File: config.mk
export PLATFORM = sky130hd
export DESIGN_NAME = spectrum_bin_heatmap_colorizer_top
export DESIGN_NICKNAME = d
export VERILOG_FILES = /design/src/design/sbhc_pkg.sv /design/src/design/spectrum_bin_heatmap_colorizer_top.sv /design/src/design/sbhc_mul.sv /design/src/design/sbhc_color.sv
export SDC_FILE = /design/constraint.sdc
export NUM_CORES = 2
export LEC_CHECK = 0
export ABC_AREA = 1
export BUFFER_PORTS_ARGS = -buffer_cell sky130_fd_sc_hd__buf_2
export CAP_MARGIN = 20
export CORE_MARGIN = 8
export CORE_UTILIZATION = 36
export CTS_CLUSTER_DIAMETER = 200
export DETAILED_ROUTE_END_ITERATION = 10
export PLACE_DENSITY = 0.51
export SETUP_SLACK_MARGIN = 0.15
export SLEW_MARGIN = 20
export SYNTH_ARGS = -nofsm -noshare
export SYNTH_HDL_FRONTEND = slang
export SYNTH_HIERARCHICAL = 1
export SYNTH_SLANG_ARGS = --single-unit
File: constraint.sdc
create_clock -name clk -period 12.62 [get_ports clk]
set_input_delay 0.631 -clock clk [delete_from_list [all_inputs] [get_ports clk]]
set_output_delay 0.631 -clock clk [all_outputs]
set_load 0.01 [all_outputs]
File: src/design/sbhc_pkg.sv
// ----------------------------------------------------------------------------
// sbhc_pkg: shared types and constants for the spectrum bin heatmap colorizer
// Payload structs, register indexes, reset values, fixed-point widths and
// the sample magnitude / prescale helpers.
// ----------------------------------------------------------------------------
package sbhc_pkg;

  localparam int SAMPLE_WIDTH = 32;

  localparam int SHIFT_MAX = (SAMPLE_WIDTH > 31) ? SAMPLE_WIDTH - 31 : 0;
  localparam int SHIFT_W   = (SHIFT_MAX > 0) ? $clog2(SHIFT_MAX + 1) : 1;
  localparam int MAG_W     = (SAMPLE_WIDTH > 31) ? SAMPLE_WIDTH : 31;
  localparam int SQ_W      = 31;
  localparam int POWER_W   = 2 * SQ_W + 1;

  localparam int NORM_STEPS = 6;
  localparam int CNT_W      = 4;
  localparam int LZ_W       = 6;
  localparam int FRAC_W     = 16;
  localparam int MANT_W     = 32;
  localparam int LOG_INT_W  = $clog2(POWER_W + 2 * SHIFT_MAX + 1);
  localparam int LOG_W      = LOG_INT_W + FRAC_W;

  localparam int MUL_W  = 33;
  localparam int PROD_W = 2 * MUL_W;

  localparam int LEVEL_W  = 20;
  localparam int AVG_W    = 32;
  localparam int OFFSET_W = 17;
  localparam int WEIGHT_W = 16;
  localparam int GAIN_W   = 4;
  localparam int DB_W     = 18;
  localparam int RND_W    = 42;

  localparam int CFG_INDEX_W = 2;
  localparam int CFG_DATA_W  = 17;

  localparam logic [CFG_INDEX_W-1:0] CFG_LEVEL_OFFSET     = 2'd0;
  localparam logic [CFG_INDEX_W-1:0] CFG_SMOOTHING_WEIGHT = 2'd1;
  localparam logic [CFG_INDEX_W-1:0] CFG_CONTRAST_GAIN    = 2'd2;

  localparam logic signed [OFFSET_W-1:0] LEVEL_OFFSET_RESET     = -17'sd16953;
  localparam logic        [WEIGHT_W-1:0] SMOOTHING_WEIGHT_RESET = 16'd66;
  localparam logic        [GAIN_W-1:0]   CONTRAST_GAIN_RESET    = 4'd5;
  localparam logic signed [AVG_W-1:0]    AVG_RESET              = -32'sd6553600;
  localparam logic signed [LEVEL_W-1:0]  LEVEL_FLOOR            = -20'sd61440;

  localparam logic [DB_W-1:0]  DB_PER_LOG2 = 18'd197283;
  localparam logic [RND_W-1:0] DB_ROUND    = 42'h000_0080_0000;
  localparam logic [LZ_W-1:0]  NORM_FIRST  = 6'd32;

  typedef struct packed {
    logic signed [SAMPLE_WIDTH-1:0] bin_real;
    logic signed [SAMPLE_WIDTH-1:0] bin_imag;
  } bin_t;

  typedef struct packed {
    logic [7:0] red;
    logic [7:0] green;
    logic [7:0] blue;
    logic [7:0] color_level;
  } pixel_t;

  function automatic logic [MAG_W-1:0] sample_mag(input logic [SAMPLE_WIDTH-1:0] v);
    logic [SAMPLE_WIDTH-1:0] u;
    u = v[SAMPLE_WIDTH-1] ? (~v + 1'b1) : v;
    return MAG_W'(u);
  endfunction

  // right shift that brings the larger magnitude below 2^31
  function automatic logic [SHIFT_W-1:0] scale_shift(input logic [MAG_W-1:0] big);
    logic [SHIFT_W-1:0] s;
    s = '0;
    for (int i = SQ_W; i < MAG_W; i++) begin
      if (big[i]) begin
        s = SHIFT_W'(i - SQ_W + 1);
      end
    end
    return s;
  endfunction

endpackage

File: src/design/spectrum_bin_heatmap_colorizer_top.sv
// ----------------------------------------------------------------------------
// spectrum_bin_heatmap_colorizer_top: spectrum bin to heatmap pixel
// Each complex bin becomes one pixel: dB level via an iterative log2,
// noise-floor tracking and a black-blue-green-red palette.
//
// Channels: bin (valid/ready, bin_t) in, pixel (valid/ready, pixel_t) out,
// cfg (valid/ready, index and data) for level_offset, smoothing_weight and
// contrast_gain; cfg is always ready, writes to unknown indexes are dropped.
// A zero-power bin skips the normalize, the log2 and the dB steps. One bin is
// worked on at a time; the next is taken only after its pixel is handed on.
// All products go through the single shared multiplier: 16 log2 mantissa
// squarings and five more products, after a 6-step normalize.
// bin_ready is high only while the sequencer is idle.
// The pixel sits in an output register, so the next bin is taken while a
// pixel waits; if the receiver stalls, a finished pixel holds in the
// sequencer until the output register frees up.
// Reset: registers return to their defaults, the noise floor to -100 dB,
// the output register empties.
// ----------------------------------------------------------------------------
module spectrum_bin_heatmap_colorizer_top (
  input  logic                                clk,
  input  logic                                rst,
  input  logic                                bin_valid,
  output logic                                bin_ready,
  input  sbhc_pkg::bin_t                      bin_data,
  output logic                                pixel_valid,
  input  logic                                pixel_ready,
  output sbhc_pkg::pixel_t                    pixel_data,
  input  logic                                cfg_valid,
  output logic                                cfg_ready,
  input  logic [sbhc_pkg::CFG_INDEX_W-1:0]    cfg_index,
  input  logic [sbhc_pkg::CFG_DATA_W-1:0]     cfg_data
);
  import sbhc_pkg::*;

  typedef enum logic [3:0] {
    S_IDLE, S_SCALE, S_SQ_RE, S_SQ_IM, S_SUM, S_NORM, S_LOG_MUL, S_LOG_UPD,
    S_DB_MUL, S_DB_UPD, S_AVG_MUL, S_AVG_UPD, S_GAIN_MUL, S_GAIN_UPD, S_DONE
  } state_t;

  state_t                      state;
  logic signed [OFFSET_W-1:0]  level_offset;
  logic [WEIGHT_W-1:0]         smoothing_weight;
  logic [GAIN_W-1:0]           contrast_gain;
  logic signed [AVG_W-1:0]     noise_floor_avg;

  logic [MAG_W-1:0]            mag_re;
  logic [MAG_W-1:0]            mag_im;
  logic [SHIFT_W-1:0]          shift;
  logic [SQ_W-1:0]             a_sh;
  logic [SQ_W-1:0]             b_sh;
  logic [POWER_W-1:0]          psum;
  logic [POWER_W-1:0]          work;
  logic [LZ_W-1:0]             lz;
  logic [CNT_W-1:0]            cnt;
  logic [MANT_W-1:0]           m;
  logic [FRAC_W-1:0]           frac;
  logic signed [LEVEL_W-1:0]   level;
  logic [7:0]                  clvl;

  logic signed [MUL_W-1:0]     mul_a;
  logic signed [MUL_W-1:0]     mul_b;
  logic signed [PROD_W-1:0]    prod;
  pixel_t                      pixel_next;

  logic [MAG_W-1:0]            big;
  logic [SHIFT_W-1:0]          shift_next;
  logic [MAG_W-1:0]            re_shifted;
  logic [MAG_W-1:0]            im_shifted;
  logic [POWER_W-1:0]          power;
  logic [LZ_W-1:0]             norm_sh;
  logic                        top_zero;
  logic [POWER_W-1:0]          work_next;
  logic [LZ_W-1:0]             lz_next;
  logic [MANT_W:0]             sq;
  logic [LOG_INT_W-1:0]        log_int;
  logic [LOG_W-1:0]            log2q;
  logic [RND_W-1:0]            rnd;
  logic signed [LEVEL_W-1:0]   level_sum;
  logic signed [MUL_W-1:0]     diff;
  logic [7:0]                  clvl_next;

  assign bin_ready = (state == S_IDLE);
  assign cfg_ready = 1'b1;

  sbhc_mul u_mul (
    .clk  (clk),
    .a    (mul_a),
    .b    (mul_b),
    .prod (prod)
  );

  sbhc_color u_color (
    .color_level (clvl),
    .pixel       (pixel_next)
  );

  always_comb begin
    big        = (mag_re > mag_im) ? mag_re : mag_im;
    shift_next = scale_shift(big);
    re_shifted = mag_re >> shift_next;
    im_shifted = mag_im >> shift_next;

    power = psum + prod[POWER_W-1:0];

    // binary-search normalize: 32, 16, 8, 4, 2, 1
    norm_sh   = NORM_FIRST >> cnt[2:0];
    top_zero  = (work & ~({POWER_W{1'b1}} >> norm_sh)) == '0;
    work_next = top_zero ? (work << norm_sh) : work;
    lz_next   = top_zero ? (lz + norm_sh) : lz;

    sq = prod[2*MANT_W-1:MANT_W-1];

    log_int = LOG_INT_W'(POWER_W - 1) - LOG_INT_W'(lz) + LOG_INT_W'({shift, 1'b0});
    log2q   = {log_int, frac};

    rnd       = prod[RND_W-1:0] + DB_ROUND;
    level_sum = $signed({{(LEVEL_W-DB_W){1'b0}}, rnd[RND_W-1:RND_W-DB_W]})
                + LEVEL_W'(level_offset);

    diff = $signed({{(MUL_W-LEVEL_W-8){level[LEVEL_W-1]}}, level, 8'b0})
           - $signed({{(MUL_W-AVG_W){noise_floor_avg[AVG_W-1]}}, noise_floor_avg});

    if (prod[PROD_W-1] || prod == '0) begin
      clvl_next = 8'd0;
    end else if (prod[PROD_W-2:24] != '0) begin
      clvl_next = 8'd255;
    end else begin
      clvl_next = prod[23:16];
    end
  end

  always_comb begin
    case (state)
      S_SQ_RE: begin
        mul_a = $signed({{(MUL_W-SQ_W){1'b0}}, a_sh});
        mul_b = $signed({{(MUL_W-SQ_W){1'b0}}, a_sh});
      end
      S_SQ_IM: begin
        mul_a = $signed({{(MUL_W-SQ_W){1'b0}}, b_sh});
        mul_b = $signed({{(MUL_W-SQ_W){1'b0}}, b_sh});
      end
      S_LOG_MUL: begin
        mul_a = $signed({{(MUL_W-MANT_W){1'b0}}, m});
        mul_b = $signed({{(MUL_W-MANT_W){1'b0}}, m});
      end
      S_DB_MUL: begin
        mul_a = $signed({{(MUL_W-LOG_W){1'b0}}, log2q});
        mul_b = $signed({{(MUL_W-DB_W){1'b0}}, DB_PER_LOG2});
      end
      S_AVG_MUL: begin
        mul_a = diff;
        mul_b = $signed({{(MUL_W-WEIGHT_W){1'b0}}, smoothing_weight});
      end
      S_GAIN_MUL: begin
        mul_a = diff;
        mul_b = $signed({{(MUL_W-GAIN_W){1'b0}}, contrast_gain});
      end
      default: begin
        mul_a = '0;
        mul_b = '0;
      end
    endcase
  end

  always_ff @(posedge clk) begin
    if (rst) begin
      state            <= S_IDLE;
      pixel_valid      <= 1'b0;
      level_offset     <= LEVEL_OFFSET_RESET;
      smoothing_weight <= SMOOTHING_WEIGHT_RESET;
      contrast_gain    <= CONTRAST_GAIN_RESET;
      noise_floor_avg  <= AVG_RESET;
    end else begin
      if (cfg_valid) begin
        case (cfg_index)
          CFG_LEVEL_OFFSET:     level_offset     <= $signed(cfg_data);
          CFG_SMOOTHING_WEIGHT: smoothing_weight <= cfg_data[WEIGHT_W-1:0];
          CFG_CONTRAST_GAIN:    contrast_gain    <= cfg_data[GAIN_W-1:0];
          default: ;
        endcase
      end

      if (state == S_DONE && (!pixel_valid || pixel_ready)) begin
        pixel_valid <= 1'b1;
      end else if (pixel_ready) begin
        pixel_valid <= 1'b0;
      end

      case (state)
        S_IDLE: begin
          if (bin_valid) begin
            mag_re <= sample_mag(bin_data.bin_real);
            mag_im <= sample_mag(bin_data.bin_imag);
            state  <= S_SCALE;
          end
        end
        S_SCALE: begin
          shift <= shift_next;
          a_sh  <= re_shifted[SQ_W-1:0];
          b_sh  <= im_shifted[SQ_W-1:0];
          state <= S_SQ_RE;
        end
        S_SQ_RE: begin
          state <= S_SQ_IM;
        end
        S_SQ_IM: begin
          psum  <= prod[POWER_W-1:0];
          state <= S_SUM;
        end
        S_SUM: begin
          work <= power;
          lz   <= '0;
          cnt  <= '0;
          if (power == '0) begin
            level <= LEVEL_FLOOR;
            state <= S_AVG_MUL;
          end else begin
            state <= S_NORM;
          end
        end
        S_NORM: begin
          work <= work_next;
          lz   <= lz_next;
          if (cnt == CNT_W'(NORM_STEPS - 1)) begin
            m     <= work_next[POWER_W-1:POWER_W-MANT_W];
            cnt   <= '0;
            state <= S_LOG_MUL;
          end else begin
            cnt <= cnt + 1'b1;
          end
        end
        S_LOG_MUL: begin
          state <= S_LOG_UPD;
        end
        S_LOG_UPD: begin
          if (sq[MANT_W]) begin
            m    <= sq[MANT_W:1];
            frac <= {frac[FRAC_W-2:0], 1'b1};
          end else begin
            m    <= sq[MANT_W-1:0];
            frac <= {frac[FRAC_W-2:0], 1'b0};
          end
          cnt <= cnt + 1'b1;
          if (cnt == CNT_W'(FRAC_W - 1)) begin
            state <= S_DB_MUL;
          end else begin
            state <= S_LOG_MUL;
          end
        end
        S_DB_MUL: begin
          state <= S_DB_UPD;
        end
        S_DB_UPD: begin
          level <= (level_sum < LEVEL_FLOOR) ? LEVEL_FLOOR : level_sum;
          state <= S_AVG_MUL;
        end
        S_AVG_MUL: begin
          state <= S_AVG_UPD;
        end
        S_AVG_UPD: begin
          noise_floor_avg <= noise_floor_avg + AVG_W'(prod >>> 16);
          state           <= S_GAIN_MUL;
        end
        S_GAIN_MUL: begin
          state <= S_GAIN_UPD;
        end
        S_GAIN_UPD: begin
          clvl  <= clvl_next;
          state <= S_DONE;
        end
        S_DONE: begin
          if (!pixel_valid || pixel_ready) begin
            pixel_data  <= pixel_next;
            state       <= S_IDLE;
          end
        end
        default: begin
          state <= S_IDLE;
        end
      endcase
    end
  end

endmodule

File: src/design/sbhc_mul.sv
// ----------------------------------------------------------------------------
// sbhc_mul: shared signed multiplier
// One signed multiply per cycle with a registered product, reused for the
// power squares, the log mantissa squares, dB scaling, averaging and gain.
// ----------------------------------------------------------------------------
module sbhc_mul (
  input  logic                                 clk,
  input  logic signed [sbhc_pkg::MUL_W-1:0]    a,
  input  logic signed [sbhc_pkg::MUL_W-1:0]    b,
  output logic signed [sbhc_pkg::PROD_W-1:0]   prod
);
  import sbhc_pkg::*;

  always_ff @(posedge clk) begin
    prod <= a * b;
  end

endmodule

File: src/design/sbhc_color.sv
// ----------------------------------------------------------------------------
// sbhc_color: heatmap palette
// Maps a 0..255 level onto the black-blue-green-red ramp.
// ----------------------------------------------------------------------------
module sbhc_color (
  input  logic [7:0]       color_level,
  output sbhc_pkg::pixel_t pixel
);
  import sbhc_pkg::*;

  logic [7:0] up4;
  logic [7:0] up2;

  assign up4 = {color_level[5:0], 2'b00};
  assign up2 = {1'b0, color_level[5:0], 1'b0};

  always_comb begin
    pixel.color_level = color_level;
    pixel.red   = 8'd0;
    pixel.green = 8'd0;
    pixel.blue  = 8'd0;
    if (color_level < 8'd64) begin
      pixel.blue = up4;
    end else if (color_level < 8'd128) begin
      pixel.blue  = 8'd255;
      pixel.green = up4;
    end else if (color_level < 8'd192) begin
      pixel.green = 8'd255;
      pixel.blue  = 8'd255 - up4;
      pixel.red   = up2;
    end else begin
      pixel.red   = 8'd255;
      pixel.green = 8'd255 - up4;
    end
  end

endmodule
Word level (Yosys, flattened, before mapping)
Index checks and enable logic that the tools add are counted.
{ "word_totals": {"regBits": 511, "out_inout_bits": 35, "in_bits": 88} }
{ "classes": {"n_lt_le_gt_ge": 5, "n_addsub": 12, "n_reduce_logical": 32, "mul": 1, "bitwise_logic": 5, "eq_ne": 23, "n_shift": 5, "mux": 32} }
{ "op_table": {"columns": ["operator", "n"], "rows": [
  ["$pmux 32 s6", 1],
  ["$pmux 33 s5", 1],
  ["$logic_not 63->1", 2],
  ["$pmux 63 s2", 1],
  ["$mux 32", 3],
  ["$logic_not 66->1", 1],
  ["$mul 33x33->66", 1],
  ["$add 32x1->32 const B", 2],
  ["$not 32->32", 2],
  ["$pmux 32 s2", 1],
  ["$shr 32x1->31", 2],
  ["$add 63x63->63", 1],
  ["$and 63x63->63", 1],
  ["$mux 63", 1],
  ["$not 63->63", 1],
  ["$shl 63x6->63", 1],
  ["$shr 63x6->63 const A", 1],
  ["$mux 31", 2],
  ["$pmux 4 s15", 1],
  ["$add 42x24->42 const B", 1],
  ["$reduce_bool 41->1", 1],
  ["$mux 20", 2],
  ["$pmux 20 s2", 1],
  ["$sub 28x32->33", 1],
  ["38 further kinds", 83]
]} }

Depth between registers and ports, before layout
{ "depth": {"ltp_word": 8, "depth_mapped": 49} }

By module
The synthesis kept the hierarchy.
{ "modules_own_cells": {"columns": ["module", "n_inst", "seq_area_each_um2", "cells_per_inst", "area_per_inst_um2"], "rows": [
  ["sbhc_mul", 1, 1321.3, 5589, 43339.1],
  ["spectrum_bin_heatmap_colorizer_top", 1, 12622.1, 4875, 34598.2],
  ["sbhc_color", 1, 0.0, 70, 341.6]
]} }

Least setup slack after synthesis
OpenSTA, ideal clock, no wires.
{ "synth_path": {"path_kind": "register to register", "start": "register noise_floor_avg[11]", "end": "register u_mul/prod[63] (netlist bit)", "n_path_buf": 2, "t_arrival_ns": 9.023, "slack_ns": 3.485, "period_less_slack_ns": 9.135, "stages_incl_launch_ff": 37, "t_required_ns": 12.508, "cell_sequence": "dfxtp_1 -> inv_1 -> ha_1 -> a21o_1 -> a21oi_1 -> o21ai_0 -> nand2_1 -> nand3_1 -> nand2_1 -> o211ai_1 -> nand3_1 -> nand2_1 -> a211oi_1 -> o21ai_0 -> a21oi_1 -> clkbuf_1 -> clkbuf_1 -> nand2_1 -> inv_1 -> fa_1 -> fa_1 -> fa_1 -> fa_1 -> inv_1 -> fa_1 -> fa_1 -> fa_1 -> inv_1 -> fa_1 -> ha_1 -> nand2_1 -> nor2_1 -> nand2_1 -> nor4_1 -> nand2_1 -> nand3_1 -> nand2_1"} }
{ "synth_via": {"elab_chain_cells": 3} }
{ "synth_lines": {"columns": ["item", "line", "rtl"], "rows": [
  ["from (decl)", "spectrum_bin_heatmap_colorizer_top.sv:45", "logic signed [AVG_W-1:0] noise_floor_avg;"],
  ["from (signal assigned)", "spectrum_bin_heatmap_colorizer_top.sv:262", "noise_floor_avg <= noise_floor_avg + AVG_W'(prod >>> 16);"],
  ["$sub 28x32->33", "spectrum_bin_heatmap_colorizer_top.sv:122", "- $signed({{(MUL_W-AVG_W){noise_floor_avg[AVG_W-1]}}, noise_floor_avg});"],
  ["$pmux 33 s5", "spectrum_bin_heatmap_colorizer_top.sv:134", "case (state)"],
  ["named net mul_a[32]", "spectrum_bin_heatmap_colorizer_top.sv:61", "logic signed [MUL_W-1:0] mul_a;"],
  ["$mul 33x33->66", "sbhc_mul.sv:15", "prod <= a * b;"],
  ["to (signal assigned)", "sbhc_mul.sv:15", null],
  ["to (decl)", "sbhc_mul.sv:10", "output logic signed [sbhc_pkg::PROD_W-1:0] prod"]
]} }
The timed path passes the listed nets, and every way through them passes these cells.
A chain may end at the register's enable or synchronous reset.

Final worst setup path
{ "layout_path": {"start": "register noise_floor_avg[21]", "end": "register u_mul/prod[51] (netlist bit)"} }
Same word-level chain as after synthesis.

==> metrics.cfg <==
[critical_path]
path_class=reg2reg
slowest_delay_ns=1.14
crit_cells=34
critical-path-top-delay-family=adder cells
path_max_fanout=14
required_ns=13.18
crit_buf_inv=6
start_kind=flip-flop
rr_worst_depth=34
slowest_stage=fa_1
cp.arrival_ns=11.16
crit_top_cell=fa_1
end_kind=flip-flop

[sta]
report.final.hold_viol_count=0
tns_ns=0
setup-violations-final=0
tightest_slew_ns=1.16
setup_ws_ns=2.02
fin_hold_ws_ns=0.154
fmax_ghz=0.0943
period_share=0.840
maxSlewViolCount=0
fin_skew_ns=0.0605
period_needed_ns=10.60
rsz0062_at_grt=no
slew_headroom=0.223

[placement]
post-place-ws_ns=1.99
portBuffers=121
dp.cells=13200
place.gp.congestion=0.982
dp_hpwl_um=241000

[final_layout]
fill_cells=22800
area_growth_pct=7.30
nets=12100
drive_above_1_share=0.0532
stdcell_count=13300

[clocking]
cts_tree=done
clock_latency_ns=0.72
clk_path_buf_depth=3
clock-sinks=511
clk_pin_slew_ns=0.06
cts_resized=0
post-cts-setup-buffers=0
hold_buffers=0
cts-root-buf=clkbuf_16
cts_buffers=60
cts_max_level=2

[routing]
drt-vias-per-instance=4.97
num_vias=66200
dr.pass1.iters=7
drt-total-wl_um=293000
first_iter_violations=5316
drc=0
antenna_left=0
wl_per_cell_um=22.0

[hold_path]
min_path_cells=1
hp-class=in2reg

[floorplanning]
start_util=0.361
ios=123
rows=171
coreArea_um2=217000
die-area_um2=233000
die_h_um=482
die_x_um=482

[grt]
grt_antenna_before_repair=10
grt_pass1_wl_um=440000
grt_max_degree=77
grt_pass1_vias=67700
grt_usage=0.249
grt.overflow.total=0

[outcome]
outcome=complete, no violations

[synth]
synthSimpleGateAreaFrac=0.213
synth-edff-count=371
synthXorXnorAreaFrac=0.0195
yosysWarnings=6
synth_area_um2=78300
synth-adder-area-share=0.359
synth.avg_cell_area_um2=7.43
yosysSeqAreaShare=0.178
synthesis.nets=12200
syn_inst=10500
synth_compound_area_frac=0.0758
ys.flop_type=edfxtp_1
synth_mux_area_frac=0.00230
ys_types=80
synth_top_family_by_area=adder cells
synth_async_sr_flop_share=0
ys_ff_latch=511

[power_and_ir_drop]
peakVddDrop_uv=119
cellLeakagePower_nw=47.4
power.density_nw_per_um2=78.7
total_power_mw=6.61

[flow_run]
cap_violations=0

==> power by group <==
group | leakage (nW) | switching, mW | internal [mW] | total, mW
sequential | 4.53 | 0.180 | 1.93 | 2.11
clock | 0.982 | 0.840 | 1.02 | 1.86
combinational | 41.9 | 1.87 | 0.767 | 2.64
total | 47.4 | 2.89 | 3.72 | 6.61
==> metrics by stage <==
stage / cell area [um2] / utilization
floorplan: 78300 / -
global placement: 81900 / 0.378
detailed placement: 81900 / 0.378
CTS: 84000 / 0.387
global route: 84000 / 0.388
finish: 84000 / 0.388
==> cells by family (layout without fill, tap and decap cells) <==
| group | Yosys count | count (layout) |
|---|---|---|
| AO/OA/AOI/OAI | 1048 | 1048 |
| XOR/XNOR | 174 | 174 |
| adder cells (fa/ha/maj) | 1558 | 1558 |
| buffers and inverters | 3110 | 3043 |
| flip-flops | 511 | 511 |
| multiplexers | 18 | 18 |
| other | 2 | 4 |
| AND/OR/NAND/NOR | 4113 | 4113 |
==> layout by cell type (no fill, tap or decap), types with 45 or more instances in the layout <==
cell and instances:
nand3_1 219, nand4_1 66, fa_1 1150, clkbuf_16 60
dfxtp_1 140, a31oi_1 45, xnor2_1 51, buf_4 128
o21ai_0 294, nand2_1 3055, xor2_1 123, o21ai_1 168
nor2_1 511, edfxtp_1 371, inv_1 2647, ha_1 408
nor3_1 54, buf_2 121, a21oi_1 317
==> sequential cells by signal, summed over array words and instances, names as in the netlist, 20 cells and up <==
register	cells
b_sh	31
pixel_data	32
mag_im	32
noise_floor_avg	32
m	32
work	63
u_mul/prod	66
psum	63
mag_re	32
level	20
a_sh	31
==> per-layer routing <==
metal / wire length, um / track usage / share of wire
met4: 9100 / 0.0677 / 0.031
met3: 15600 / 0.0255 / 0.053
met2: 132000 / 0.401 / 0.45
met1: 136000 / 0.358 / 0.47
met5: 0 / 0 / 0
==> final timing paths <==
check,from,endpoint,slack [ns]
worst max register to register,noise_floor_avg[21],u_mul/prod[51],2.02
worst min register to register,frac[10],frac[11],0.44
worst min-delay path,bin_data[32],mag_re[0],0.15
worst max-delay path,noise_floor_avg[21],u_mul/prod[51],2.02
==> cells in the mapped netlist, types with 8 or more instances <==
master	number	area [um2]
inv_1	2649	9940
nand2_2	17	106
nand2_1	3058	11500
ha_1	408	5100
buf_4	19	143
nand4_1	66	413
buf_6	13	146
o22ai_1	34	213
fa_1	1150	23000
nand3b_1	25	188
nand3_1	231	1160
nor2_2	37	231
inv_2	23	86.3
o21bai_1	22	165
xnor2_1	51	447
a21o_1	12	90.1
o21ai_0	298	1490
o21ai_1	168	841
edfxtp_1	371	11100
o2111ai_1	8	70.1
o21ai_2	21	184
buf_1	17	63.8
nor4_1	32	200
o31ai_1	8	60.1
nor3_2	8	80.1
a21oi_1	320	1600
dfxtp_1	140	2800
a211oi_1	9	67.6
o211ai_1	26	195
or2_2	13	81.3
a31oi_1	45	282
nand3_2	18	180
clkbuf_1	342	1280
a22o_1	21	184
o221ai_1	10	87.6
buf_2	37	185
o21a_1	8	60.1
mux2i_1	18	180
nor2_1	519	1950
nor3_1	60	300
xor2_1	123	1080
==> cell type report <==
cell class / count / area (um2) / area share
timing repair buffer: 252 / 1630 / 0.0195
antenna: 2 / 5.00 / 0.0000596
sequential: 511 / 13900 / 0.166
clock inverter: 43 / 492 / 0.00585
clock buffer: 69 / 1560 / 0.0185
multi-input combinational: 6913 / 52700 / 0.628
tap: 2854 / 3570 / 0.0425
inverter: 2679 / 10100 / 0.120
Note: power is estimated with default switching activity, not from simulation.
